[src/hdl/pttt_pkg.sv]
`default_nettype none
package pttt_pkg;

  // field widths
  localparam int MODE_W    = 3;
  localparam int SLOT_W    = 4;
  localparam int HANDLE_W  = 16;
  localparam int TIME_W    = 32;
  localparam int KIND_W    = 2;
  localparam int STATUS_W  = 2;
  localparam int MAX_OUT   = 16;
  localparam int FOUND_W   = 5;

  // slow path threshold after reset
  localparam logic [TIME_W-1:0] SLOW_RESET = 32'd8000;

  // request modes
  typedef enum logic [MODE_W-1:0] {
    OP_REG   = 3'd0,
    OP_ADJ   = 3'd1,
    OP_UNREG = 3'd2,
    OP_PULL  = 3'd3,
    OP_TICK  = 3'd4,
    OP_COMPL = 3'd5
  } op_t;

  // result status codes
  typedef enum logic [STATUS_W-1:0] {
    ST_DONE  = 2'd0,
    ST_FULL  = 2'd1,
    ST_DEFER = 2'd2,
    ST_DUE   = 2'd3
  } status_t;

  // input request
  typedef struct packed {
    logic [MODE_W-1:0]   mode;
    logic [SLOT_W-1:0]   slot;
    logic [HANDLE_W-1:0] task_handle;
    logic [TIME_W-1:0]   run_period;
    logic [TIME_W-1:0]   now_us;
    logic [KIND_W-1:0]   callback_kind;
    logic                uses_lock;
    logic                success;
  } in_req_t;

  // result item
  typedef struct packed {
    logic [STATUS_W-1:0] status;
    logic [SLOT_W-1:0]   slot_out;
    logic [HANDLE_W-1:0] handle_out;
    logic [KIND_W-1:0]   kind_out;
    logic                lock_out;
    logic                last;
  } res_t;

  // one table slot
  typedef struct packed {
    logic [HANDLE_W-1:0] handle;
    logic [TIME_W-1:0]   period;
    logic [TIME_W-1:0]   last_start;
    logic [KIND_W-1:0]   kind;
    logic                lock;
  } slot_rec_t;

  // source of the result register
  typedef enum logic [2:0] {
    LD_ZERO      = 3'd0,
    LD_OOR       = 3'd1,
    LD_DEFER     = 3'd2,
    LD_FULL      = 3'd3,
    LD_SLOT      = 3'd4,
    LD_PEND      = 3'd5,
    LD_PEND_LAST = 3'd6
  } ld_sel_t;

  // controller to datapath
  typedef struct packed {
    logic    accept;
    logic    load_slot;
    logic    rd_en;
    logic    idx_inc;
    logic    wr_en;
    logic    used_inc;
    logic    pend_cap;
    logic    out_load;
    ld_sel_t out_sel;
  } ctl_cmd_t;

  // datapath to controller
  typedef struct packed {
    logic [MODE_W-1:0] mode;
    logic              over_thr;
    logic              slot_ok;
    logic              scan_end;
    logic              hit;
    logic              pend_v;
    logic              out_free;
    logic              full;
  } dp_stat_t;

endpackage
`default_nettype wire

[src/hdl/pttt_dp.sv]
`default_nettype none
module pttt_dp import pttt_pkg::*; #(
  parameter int SLOTS = 16
) (
  input  wire logic               clk,
  input  wire logic               rst,
  input  wire logic               cfg_we,
  input  wire logic [TIME_W-1:0]  cfg_wdata,
  input  wire in_req_t            in_data,
  output logic                    out_valid,
  input  wire logic               out_ready,
  output res_t                    out_data,
  input  wire ctl_cmd_t           cmd,
  output dp_stat_t                st
);

  localparam int IW = (SLOTS > 1) ? $clog2(SLOTS) : 1;
  localparam int UW = $clog2(SLOTS + 1);

  logic [TIME_W-1:0]  thr;
  in_req_t            req;
  logic [UW-1:0]      idx;
  logic [UW-1:0]      used;
  logic [FOUND_W-1:0] found;
  res_t               pend;
  logic               pend_v;
  logic [SLOTS-1:0]   valid;
  slot_rec_t          mem [SLOTS];
  slot_rec_t          rd_raw;
  logic               rd_vld;
  res_t               out_r;
  logic               out_v;

  logic [IW-1:0]      idx_lo;
  slot_rec_t          rd_rec;
  slot_rec_t          mod_rec;
  logic [TIME_W-1:0]  age;
  logic               hit;
  res_t               res_next;
  res_t               pend_next;

  assign idx_lo = idx[IW-1:0];
  // entries never written read as zero
  assign rd_rec = rd_vld ? rd_raw : '0;
  assign age    = req.now_us - rd_rec.last_start;

  // match or due test on the slot just read
  always_comb begin
    hit = 1'b0;
    case (req.mode)
      OP_REG:  hit = (rd_rec.handle == '0) || (rd_rec.handle == req.task_handle);
      OP_PULL: hit = (rd_rec.handle == req.task_handle);
      OP_TICK: hit = (rd_rec.handle != '0) && (age > rd_rec.period);
      default: hit = 1'b0;
    endcase
  end

  // slot contents after the action
  always_comb begin
    mod_rec = rd_rec;
    case (req.mode)
      OP_REG: begin
        mod_rec.handle     = req.task_handle;
        mod_rec.period     = req.run_period;
        mod_rec.last_start = req.now_us;
        mod_rec.kind       = req.callback_kind;
        mod_rec.lock       = req.uses_lock;
      end
      OP_ADJ:   mod_rec.period = req.run_period;
      OP_UNREG: mod_rec.handle = '0;
      OP_PULL:  mod_rec.last_start = rd_rec.last_start - rd_rec.period;
      OP_COMPL: begin
        if (req.success) begin
          mod_rec.last_start = rd_rec.last_start + rd_rec.period;
        end
      end
      default: mod_rec = rd_rec;
    endcase
  end

  // due entry held back until the next one or the scan end
  always_comb begin
    pend_next            = '0;
    pend_next.status     = ST_DUE;
    pend_next.slot_out   = SLOT_W'(idx);
    pend_next.handle_out = rd_rec.handle;
    pend_next.kind_out   = rd_rec.kind;
    pend_next.lock_out   = rd_rec.lock;
    pend_next.last       = 1'b0;
  end

  // result select
  always_comb begin
    res_next        = '0;
    res_next.status = ST_DONE;
    res_next.last   = 1'b1;
    case (cmd.out_sel)
      LD_ZERO: res_next.status = ST_DONE;
      LD_OOR:  res_next.slot_out = req.slot;
      LD_DEFER, LD_FULL: begin
        res_next.status     = (cmd.out_sel == LD_DEFER) ? ST_DEFER : ST_FULL;
        res_next.handle_out = req.task_handle;
        res_next.kind_out   = req.callback_kind;
        res_next.lock_out   = req.uses_lock;
      end
      LD_SLOT: begin
        res_next.slot_out   = SLOT_W'(idx);
        res_next.handle_out = mod_rec.handle;
        res_next.kind_out   = mod_rec.kind;
        res_next.lock_out   = mod_rec.lock;
      end
      LD_PEND: begin
        res_next      = pend;
        res_next.last = 1'b0;
      end
      LD_PEND_LAST: begin
        res_next      = pend;
        res_next.last = 1'b1;
      end
      default: res_next.status = ST_DONE;
    endcase
  end

  // control registers
  always_ff @(posedge clk) begin
    if (rst) begin
      thr    <= SLOW_RESET;
      used   <= '0;
      valid  <= '0;
      pend_v <= 1'b0;
      found  <= '0;
      out_v  <= 1'b0;
    end else begin
      if (cfg_we) begin
        thr <= cfg_wdata;
      end
      if (cmd.used_inc) begin
        used <= used + UW'(1);
      end
      if (cmd.wr_en) begin
        valid[idx_lo] <= 1'b1;
      end
      if (cmd.accept) begin
        pend_v <= 1'b0;
        found  <= '0;
      end else if (cmd.pend_cap) begin
        pend_v <= 1'b1;
        found  <= found + FOUND_W'(1);
      end
      if (cmd.out_load) begin
        out_v <= 1'b1;
      end else if (out_ready) begin
        out_v <= 1'b0;
      end
    end
  end

  // payload registers
  always_ff @(posedge clk) begin
    if (cmd.accept) begin
      req <= in_data;
    end
    if (cmd.accept) begin
      idx <= '0;
    end else if (cmd.load_slot) begin
      idx <= UW'(req.slot);
    end else if (cmd.idx_inc) begin
      idx <= idx + UW'(1);
    end
    if (cmd.pend_cap) begin
      pend <= pend_next;
    end
    if (cmd.out_load) begin
      out_r <= res_next;
    end
  end

  // slot memory, one port, registered read
  always_ff @(posedge clk) begin
    if (cmd.wr_en) begin
      mem[idx_lo] <= mod_rec;
    end
    if (cmd.rd_en) begin
      rd_raw <= mem[idx_lo];
      rd_vld <= valid[idx_lo];
    end
  end

  // status to the controller
  always_comb begin
    st          = '0;
    st.mode     = req.mode;
    st.over_thr = req.run_period > thr;
    st.slot_ok  = 32'(req.slot) < SLOTS;
    st.scan_end = (idx >= used) || (found == FOUND_W'(MAX_OUT));
    st.hit      = hit;
    st.pend_v   = pend_v;
    st.out_free = !out_v || out_ready;
    st.full     = used >= UW'(SLOTS);
  end

  assign out_valid = out_v;
  assign out_data  = out_r;

endmodule
`default_nettype wire

[src/hdl/pttt_ctrl.sv]
`default_nettype none
module pttt_ctrl import pttt_pkg::*; (
  input  wire logic     clk,
  input  wire logic     rst,
  input  wire logic     in_valid,
  output logic          in_ready,
  input  wire dp_stat_t st,
  output ctl_cmd_t      cmd
);

  typedef enum logic [6:0] {
    S_IDLE     = 7'b0000001,
    S_DISPATCH = 7'b0000010,
    S_READ     = 7'b0000100,
    S_SCAN_RD  = 7'b0001000,
    S_SCAN_EV  = 7'b0010000,
    S_FINISH   = 7'b0100000,
    S_WRITE    = 7'b1000000
  } state_t;

  state_t state;
  state_t state_next;

  always_ff @(posedge clk) begin
    if (rst) begin
      state <= S_IDLE;
    end else begin
      state <= state_next;
    end
  end

  // sequencing of one request
  always_comb begin
    state_next = state;
    cmd        = '0;
    cmd.out_sel = LD_ZERO;
    in_ready   = 1'b0;
    case (state)
      S_IDLE: begin
        in_ready = 1'b1;
        if (in_valid) begin
          cmd.accept = 1'b1;
          state_next = S_DISPATCH;
        end
      end
      S_DISPATCH: begin
        case (st.mode)
          OP_REG: begin
            if (!st.over_thr) begin
              state_next = S_SCAN_RD;
            end else if (st.out_free) begin
              cmd.out_load = 1'b1;
              cmd.out_sel  = LD_DEFER;
              state_next   = S_IDLE;
            end
          end
          OP_ADJ, OP_UNREG, OP_COMPL: begin
            if (st.slot_ok) begin
              cmd.load_slot = 1'b1;
              state_next    = S_READ;
            end else if (st.out_free) begin
              cmd.out_load = 1'b1;
              cmd.out_sel  = LD_OOR;
              state_next   = S_IDLE;
            end
          end
          OP_PULL, OP_TICK: state_next = S_SCAN_RD;
          default: begin
            if (st.out_free) begin
              cmd.out_load = 1'b1;
              cmd.out_sel  = LD_ZERO;
              state_next   = S_IDLE;
            end
          end
        endcase
      end
      S_READ: begin
        cmd.rd_en  = 1'b1;
        state_next = S_WRITE;
      end
      S_SCAN_RD: begin
        if (st.scan_end) begin
          state_next = S_FINISH;
        end else begin
          cmd.rd_en  = 1'b1;
          state_next = S_SCAN_EV;
        end
      end
      S_SCAN_EV: begin
        if (st.mode == OP_TICK) begin
          // a new due slot pushes the held one out
          if (!st.hit) begin
            cmd.idx_inc = 1'b1;
            state_next  = S_SCAN_RD;
          end else if (!st.pend_v || st.out_free) begin
            cmd.out_load = st.pend_v;
            cmd.out_sel  = LD_PEND;
            cmd.pend_cap = 1'b1;
            cmd.idx_inc  = 1'b1;
            state_next   = S_SCAN_RD;
          end
        end else if (st.hit) begin
          state_next = S_WRITE;
        end else begin
          cmd.idx_inc = 1'b1;
          state_next  = S_SCAN_RD;
        end
      end
      S_FINISH: begin
        case (st.mode)
          OP_REG: begin
            if (!st.full) begin
              cmd.used_inc = 1'b1;
              state_next   = S_WRITE;
            end else if (st.out_free) begin
              cmd.out_load = 1'b1;
              cmd.out_sel  = LD_FULL;
              state_next   = S_IDLE;
            end
          end
          OP_TICK: begin
            if (st.out_free) begin
              cmd.out_load = 1'b1;
              cmd.out_sel  = st.pend_v ? LD_PEND_LAST : LD_ZERO;
              state_next   = S_IDLE;
            end
          end
          default: begin
            if (st.out_free) begin
              cmd.out_load = 1'b1;
              cmd.out_sel  = LD_ZERO;
              state_next   = S_IDLE;
            end
          end
        endcase
      end
      S_WRITE: begin
        if (st.out_free) begin
          cmd.wr_en    = 1'b1;
          cmd.out_load = 1'b1;
          cmd.out_sel  = LD_SLOT;
          state_next   = S_IDLE;
        end
      end
      default: state_next = S_IDLE;
    endcase
  end

endmodule
`default_nettype wire

[src/hdl/periodic_task_timer_table_unit.sv]
`default_nettype none
// Periodic task timer table: up to SLOTS task slots with period, last run,
// callback kind and lock flag.
// Request channel in_valid/in_ready/in_data carries register, adjust,
// unregister, pull forward, tick and completion requests; one request is
// worked on at a time. Result channel out_valid/out_ready/out_data gives
// one result per request, or for a tick one per due slot, at most MAX_OUT,
// or a single one if none is due; the final one is flagged with last.
// cfg_we/cfg_wdata write the slow path threshold. A deferred register,
// an out of range slot or an unknown mode is answered from dispatch;
// adjust, unregister and completion read and then write their slot;
// register, pull forward and tick scan the used slots one at a time
// through the single memory port.
// A new request is taken in the cycle after the previous one's last result
// is loaded, even while that result still waits in the output register.
// A stalled receiver holds the scan at the next result to be loaded.
// Reset empties the table and sets the threshold to 8000 us.
module periodic_task_timer_table_unit import pttt_pkg::*; #(
  parameter int SLOTS = 16
) (
  input  wire logic              clk,
  input  wire logic              rst,
  input  wire logic              cfg_we,
  input  wire logic [TIME_W-1:0] cfg_wdata,
  input  wire logic              in_valid,
  output logic                   in_ready,
  input  wire in_req_t           in_data,
  output logic                   out_valid,
  input  wire logic              out_ready,
  output res_t                   out_data
);

  ctl_cmd_t cmd;
  dp_stat_t st;

  // sequencer
  pttt_ctrl u_ctrl (
    .clk      (clk),
    .rst      (rst),
    .in_valid (in_valid),
    .in_ready (in_ready),
    .st       (st),
    .cmd      (cmd)
  );

  // slot table and result register
  pttt_dp #(
    .SLOTS (SLOTS)
  ) u_dp (
    .clk       (clk),
    .rst       (rst),
    .cfg_we    (cfg_we),
    .cfg_wdata (cfg_wdata),
    .in_data   (in_data),
    .out_valid (out_valid),
    .out_ready (out_ready),
    .out_data  (out_data),
    .cmd       (cmd),
    .st        (st)
  );

  // a result is never loaded over one still waiting
  a_load_free: assert property (@(posedge clk) disable iff (rst)
    cmd.out_load |-> st.out_free)
    else $error("result register overwritten");

  // appending only while room remains
  a_used_room: assert property (@(posedge clk) disable iff (rst)
    cmd.used_inc |-> !st.full)
    else $error("slot count past table size");

  // one request at a time
  a_one_req: assert property (@(posedge clk) disable iff (rst)
    in_valid && in_ready |=> !in_ready)
    else $error("request taken while busy");

  // every slot write reports its result
  a_wr_res: assert property (@(posedge clk) disable iff (rst)
    cmd.wr_en |-> cmd.out_load && (cmd.out_sel == LD_SLOT))
    else $error("slot written without result");

endmodule
`default_nettype wire
[config.mk]
export PLATFORM = sky130hd
export DESIGN_NAME = periodic_task_timer_table_unit
export DESIGN_NICKNAME = d
export VERILOG_FILES = /design/src/hdl/pttt_pkg.sv /design/src/hdl/pttt_dp.sv /design/src/hdl/pttt_ctrl.sv /design/src/hdl/periodic_task_timer_table_unit.sv
export SDC_FILE = /design/constraint.sdc
export NUM_CORES = 2
export LEC_CHECK = 0
export BUFFER_PORTS_ARGS = -buffer_cell sky130_fd_sc_hd__buf_4
export CAP_MARGIN = 20
export CORE_MARGIN = 5
export CORE_UTILIZATION = 48
export DETAILED_ROUTE_END_ITERATION = 6
export PLACE_DENSITY_LB_ADDON = 0.3
export SYNTH_ARGS = -nofsm -noshare
export SYNTH_HDL_FRONTEND = slang
export SYNTH_HIERARCHICAL = 1
export SYNTH_SLANG_ARGS = --single-unit
export TNS_END_PERCENT = 5
[constraint.sdc]
create_clock -name clk -period 11.49 [get_ports clk]
set_input_delay 1.149 -clock clk [delete_from_list [all_inputs] [get_ports clk]]
set_output_delay 1.149 -clock clk [all_outputs]
set_load 0.01 [all_outputs]
-- After elaboration in Yosys (flattened, before gate mapping)
Memories as Yosys holds them, arrays and structs flattened. A register that Yosys moved wholly into a read port is not among the register bits.
Cells that the tools add are included.
- memories kept: 1
- flip-flop bits (word level): 213
- bits in writable memories: 1328
- memory list (name ; words ; width ; read ports ; clocked after Yosys merged registers in ; wr ports ; RTL line ; RTL):
    u_dp.mem ; 16 ; 83 ; 1 ; 1 ; 1 ; pttt_dp.sv:28 ; slot_rec_t mem [SLOTS];
- $add $sub $neg: 6
- reduce and logical (&&, ||, !) cells: 22
- bitwise gates (word level): 1
- equal/unequal tests: 22
- order comparisons: 6
- mux-type cells: 66
- operator list (operator ; count):
    case mux 32 bit (3 select lines) ; 1
    two-way mux 83 bit ; 1
    greater-than comparator 32 bit ; 2
    two-way mux 32 bit ; 2
    subtractor 32 bit ; 2
    two-way mux 7 bit ; 9
    case mux 19 bit (3 select lines) ; 1
    case mux 7 bit (7 select lines) ; 1
    two-way mux 4 bit ; 9
    adder 32 bit ; 1
    case mux 16 bit (2 select lines) ; 1
    two-way mux 1 bit ; 24
    case mux 7 bit (3 select lines) ; 1
    equality test 16 bit ; 1
    logical NOT 16 bit ; 1
    OR 16 bit ; 1
    case mux 4 bit (2 select lines) ; 2
    case mux 4 bit (4 select lines) ; 1
    nonzero test 16 bit ; 1
    adder 5 x 1 -> 5 bit, second input constant ; 3
    equality test 3 bit, second input constant ; 5
    two-way mux 5 bit ; 3
    equality test 3 x 2 -> 1 bit, second input constant ; 4
    case mux 4 bit (3 select lines) ; 1
    other kinds (32) ; 45

-- Depth between registers and ports, before layout
- depth in word-level cells: 11
- gate-level depth with buffers: 37
- mapped depth without buffers: 31

-- Cells and area by module
Netlist, hierarchy kept.
- modules (own cells, without submodules) (module ; cells each ; area an instance (um2) ; instances):
    pttt_dp ; 3790 ; 68283.0 ; 1
    pttt_ctrl ; 93 ; 714.4 ; 1

-- Worst setup path before layout
OpenSTA, ideal clock, no wires.
- path kind: input -> register
- start: in in_valid
- end: reg u_dp.found[0]
- cell stages on the path: 5
- data arrival time: 8581 ps
- library setup time: 121 ps
- setup slack: 2788 ps
- cells stage by stage: inv_1 > nor3_1 > or2_2 > clkbuf_1 > nor2_1
- RTL lines (element ; RTL line ; RTL):
    start: declaration ; periodic_task_timer_table_unit.sv:25 ; input wire logic in_valid,
    end signal: assignment ; pttt_dp.sv:148 ; found <= found + FOUND_W'(1);
    end: declaration ; pttt_dp.sv:24 ; logic [FOUND_W-1:0] found;

==> flow_metrics.env <==
export IMPL_yosysTopAreaCell="edfxtp_1"
export IMPL_power_leakage_uw=0.0263
export IMPL_powerDensity_mw_per_mm2=159
export IMPL_slowest_stage="a311o_1"
export IMPL_io_pins=156
export IMPL_overflow=0
export IMPL_synth_top_flop_cell="edfxtp_1"
export IMPL_fillers=11000
export IMPL_track_usage=0.231
export IMPL_yosysSeqAreaShare=0.696
export IMPL_nets=4439
export IMPL_cp_max_fo=31
export IMPL_relSlewSlack=0.223
export IMPL_syn_to_final_growth_pct=13.2
export IMPL_criticalPathCategory="flop to flop"
export IMPL_power_frac_comb=0.051
export IMPL_die_y_um=389
export IMPL_grt_pass1_wl_um=256000
export IMPL_multi_input_area_mm2=0.0196
export IMPL_internal_power_uw=9720
export IMPL_finalCritPeriodShare=0.775
export IMPL_netSwitchingFraction=0.216
export IMPL_drt_total_wl_um=176000
export IMPL_synth_warnings=6
export IMPL_die_x_um=389
export IMPL_fmax_ghz=0.112
export IMPL_ys_types=92
export IMPL_avgRoutedWirePerCell_um=28.5
export IMPL_synthArstFlopShare=0
export IMPL_setup_viol_count_final=0
export IMPL_synth_xor_area_share=0.00863
export IMPL_synth_top_area_share=0.675
export IMPL_hold_viol=0
export IMPL_synth_avg_cell_area_um2=17.8
export IMPL_final_cell_mix="edfxtp_1 (1552), mux4_2 (420), buf_4 (284), nand2_1 (229), ha_1 (171)"
export IMPL_core_mm2=0.143
export IMPL_hold_path_class="flop to flop"
export IMPL_arrival_ns=9.55
export IMPL_clockPowerShare=0.417
export IMPL_synth_compound_area_frac=0.0553
export IMPL_rsz0062_at_grt="no"
export IMPL_num_antenna_cells=0
export IMPL_regArea_mm2=0.0481
export IMPL_dr_pass1_iters=5
export IMPL_drive_above_1_share=0.231
export IMPL_status="completed"
export IMPL_cts_hold_buf=0
export IMPL_cp_slowest_stage_delay_ns=0.93
export IMPL_synth_enable_flop_cells=1552
export IMPL_cts_setup_buffers=0
export IMPL_r2r_start="u_dp/rd_vld"
export IMPL_synth_fa_ha_area_frac=0.0319
export IMPL_grt_pass1_vias=37600
export IMPL_worstSetupStartpointType="flop"
export IMPL_insertion_delay_ns=0.80
export IMPL_final_common_cell="edfxtp_1"
export IMPL_antenna_left=0
export IMPL_cap_viol_max_count=0
export IMPL_synth_fp_nets=4185
export IMPL_crit_start="u_dp/rd_vld"
export IMPL_syn_area_mm2=0.0690
export IMPL_synth_top_family_by_area="multiplexers"
export IMPL_antenna_found_initial=3
export IMPL_dieArea_mm2=0.151
export IMPL_yosys_top_cells_area="edfxtp_1 (68%), mux4_2 (14%), ha_1 (3.1%), dfxtp_1 (2.1%), nand2_1 (1.2%)"
export IMPL_drc=0
export IMPL_rows=139
export IMPL_worst_pin_slew_ns=1.16
export IMPL_port_buffers=155
export IMPL_cts_root_buf="clkbuf_16"
export IMPL_cts_htree_levels=4
export IMPL_dr_first_iter_drc_count=4101
export IMPL_hold_start="u_dp/valid[2]"
export IMPL_slew_violations=0
export IMPL_cts_sinks=1624
export IMPL_cts_buffer_depth=3
export IMPL_synth_seq_cells=1624
export IMPL_finalSetupTns_ns=0
export IMPL_irDropWorstVdd_mv=0.127
export IMPL_cts_repair_resized=0
export IMPL_clkSlewWorstSetupHoldPaths_ns=0.06
export IMPL_switching_power_uw=2680
export IMPL_p_seq_frac=0.532
export IMPL_gp_congestion=0.920
export IMPL_vias=37800
export IMPL_synth_area_mux_share=0.145
export IMPL_finClkSkew_ns=0.0386
export IMPL_drt_vias_per_instance=6.12
export IMPL_hold_depth=2
export IMPL_cts_tree="yes"
export IMPL_numCtsBuffers=164
export IMPL_initial_core_util=0.481
export IMPL_min_period_ns=8.90
export IMPL_crit_path_end_kind="flop"
export IMPL_synth_simple_gate_area_share=0.0419
export IMPL_postSynthCellCount=3883
export IMPL_r2r_cells=29
export IMPL_hpwlAfterDp_um=104000
export IMPL_grt_max_degree=129
export IMPL_hold_ws_ns=0.466
export IMPL_crit_required_ns=12.14
[Yosys cell counts, drive strengths merged, types with 26 or more instances]
library cell and number:
mux2i 50, xnor2 38, a21oi 108, edfxtp 1552
o21ai 146, nor2b 26, nand2b 27, buf 60
a21o 58, xor2 30, clkbuf 139, a22oi 29
inv 165, nand2 229, dfxtp 72, mux4 420
ha 171, nor2 166
[power by group through the flow]
stage	Clock [uW]	Sequential [uW]	Combinational (uW)
final	5170	6600	629
after floorplan	0	6700	400
after global placement	0	6730	605
after global routing	5520	6600	687
after detailed placement	0	6730	619
after CTS	5260	6600	622
[critical path: cells and delay by family (launching register included)]
| kind | cells | cell delay [ns] |
|---|---|---|
| buffers and inverters | 4 | 0.87 |
| AOI/OAI and AO/OA | 13 | 3.95 |
| adders and majority gates | 3 | 0.91 |
| and+or+nand+nor | 9 | 2.30 |
| DFF | 1 | 0.69 |
[cells by family after synthesis]
| kind of cell | after synthesis |
|---|---|
| other | 1 |
| AO/OA/AOI/OAI | 565 |
| flip-flops | 1624 |
| buffers and inverters | 365 |
| AND/OR/NAND/NOR | 611 |
| adder cells (fa/ha/maj) | 174 |
| XOR/XNOR | 68 |
| multiplexers | 475 |
[metal layers]
| layer | global-route usage | vias up | routed length, um |
|---|---|---|---|
| met5 | 0 | - | 13 |
| met4 | 0.0579 | 2 | 3830 |
| met3 | 0.0504 | 255 | 16400 |
| met2 | 0.367 | 1740 | 84100 |
| met1 | 0.329 | 19700 | 71800 |
| li1 | - | 16100 | - |
[worst paths after layout]
| kind | to | slack [ns] |
|---|---|---|
| max reg2reg | u_dp/out_data[18] | 2.59 |
| min | u_dp/valid[2] | 0.47 |
| min reg2reg | u_dp/valid[2] | 0.47 |
| max | u_dp/out_data[18] | 2.59 |
[registers in the layout, summed over array words and instances, names as in the netlist]
name,count
u_dp/idx,5
u_dp/thr,32
u_dp/valid,16
u_dp/out_valid,1
u_dp/req,88
u_dp/pend,23
u_dp/st,3
u_dp/out_data,26
u_dp/mem,1328
u_dp/rd_vld,1
u_dp/used,5
u_dp/rd_raw,83
u_dp/pend_v,1
u_dp/found,5
u_ctrl/state,7
[through the flow]
step	cell area (um^2)	setup WS (ns)	power, uW	util	instances
2_1_floorplan	69000	2.79	7100	-	3883
3_3_place_gp	72700	2.92	7330	0.508	5861
3_5_place_dp	72700	2.77	7340	0.508	5862
4_1_cts	78000	2.74	12500	0.544	6162
5_1_grt	78100	1.99	12800	0.545	6174
6_report	78100	2.59	12400	0.545	6174
[area by class of cell]
class | instances | area share
multi-input cells | 1894 | 0.251
repair buffers | 287 | 0.0279
inverters | 166 | 0.00798
clock buffers | 207 | 0.0548
clock inverters | 93 | 0.0123
well taps | 1903 | 0.0305
flip-flops and latches | 1624 | 0.616
Note: power is estimated with default switching activity, not from simulation.
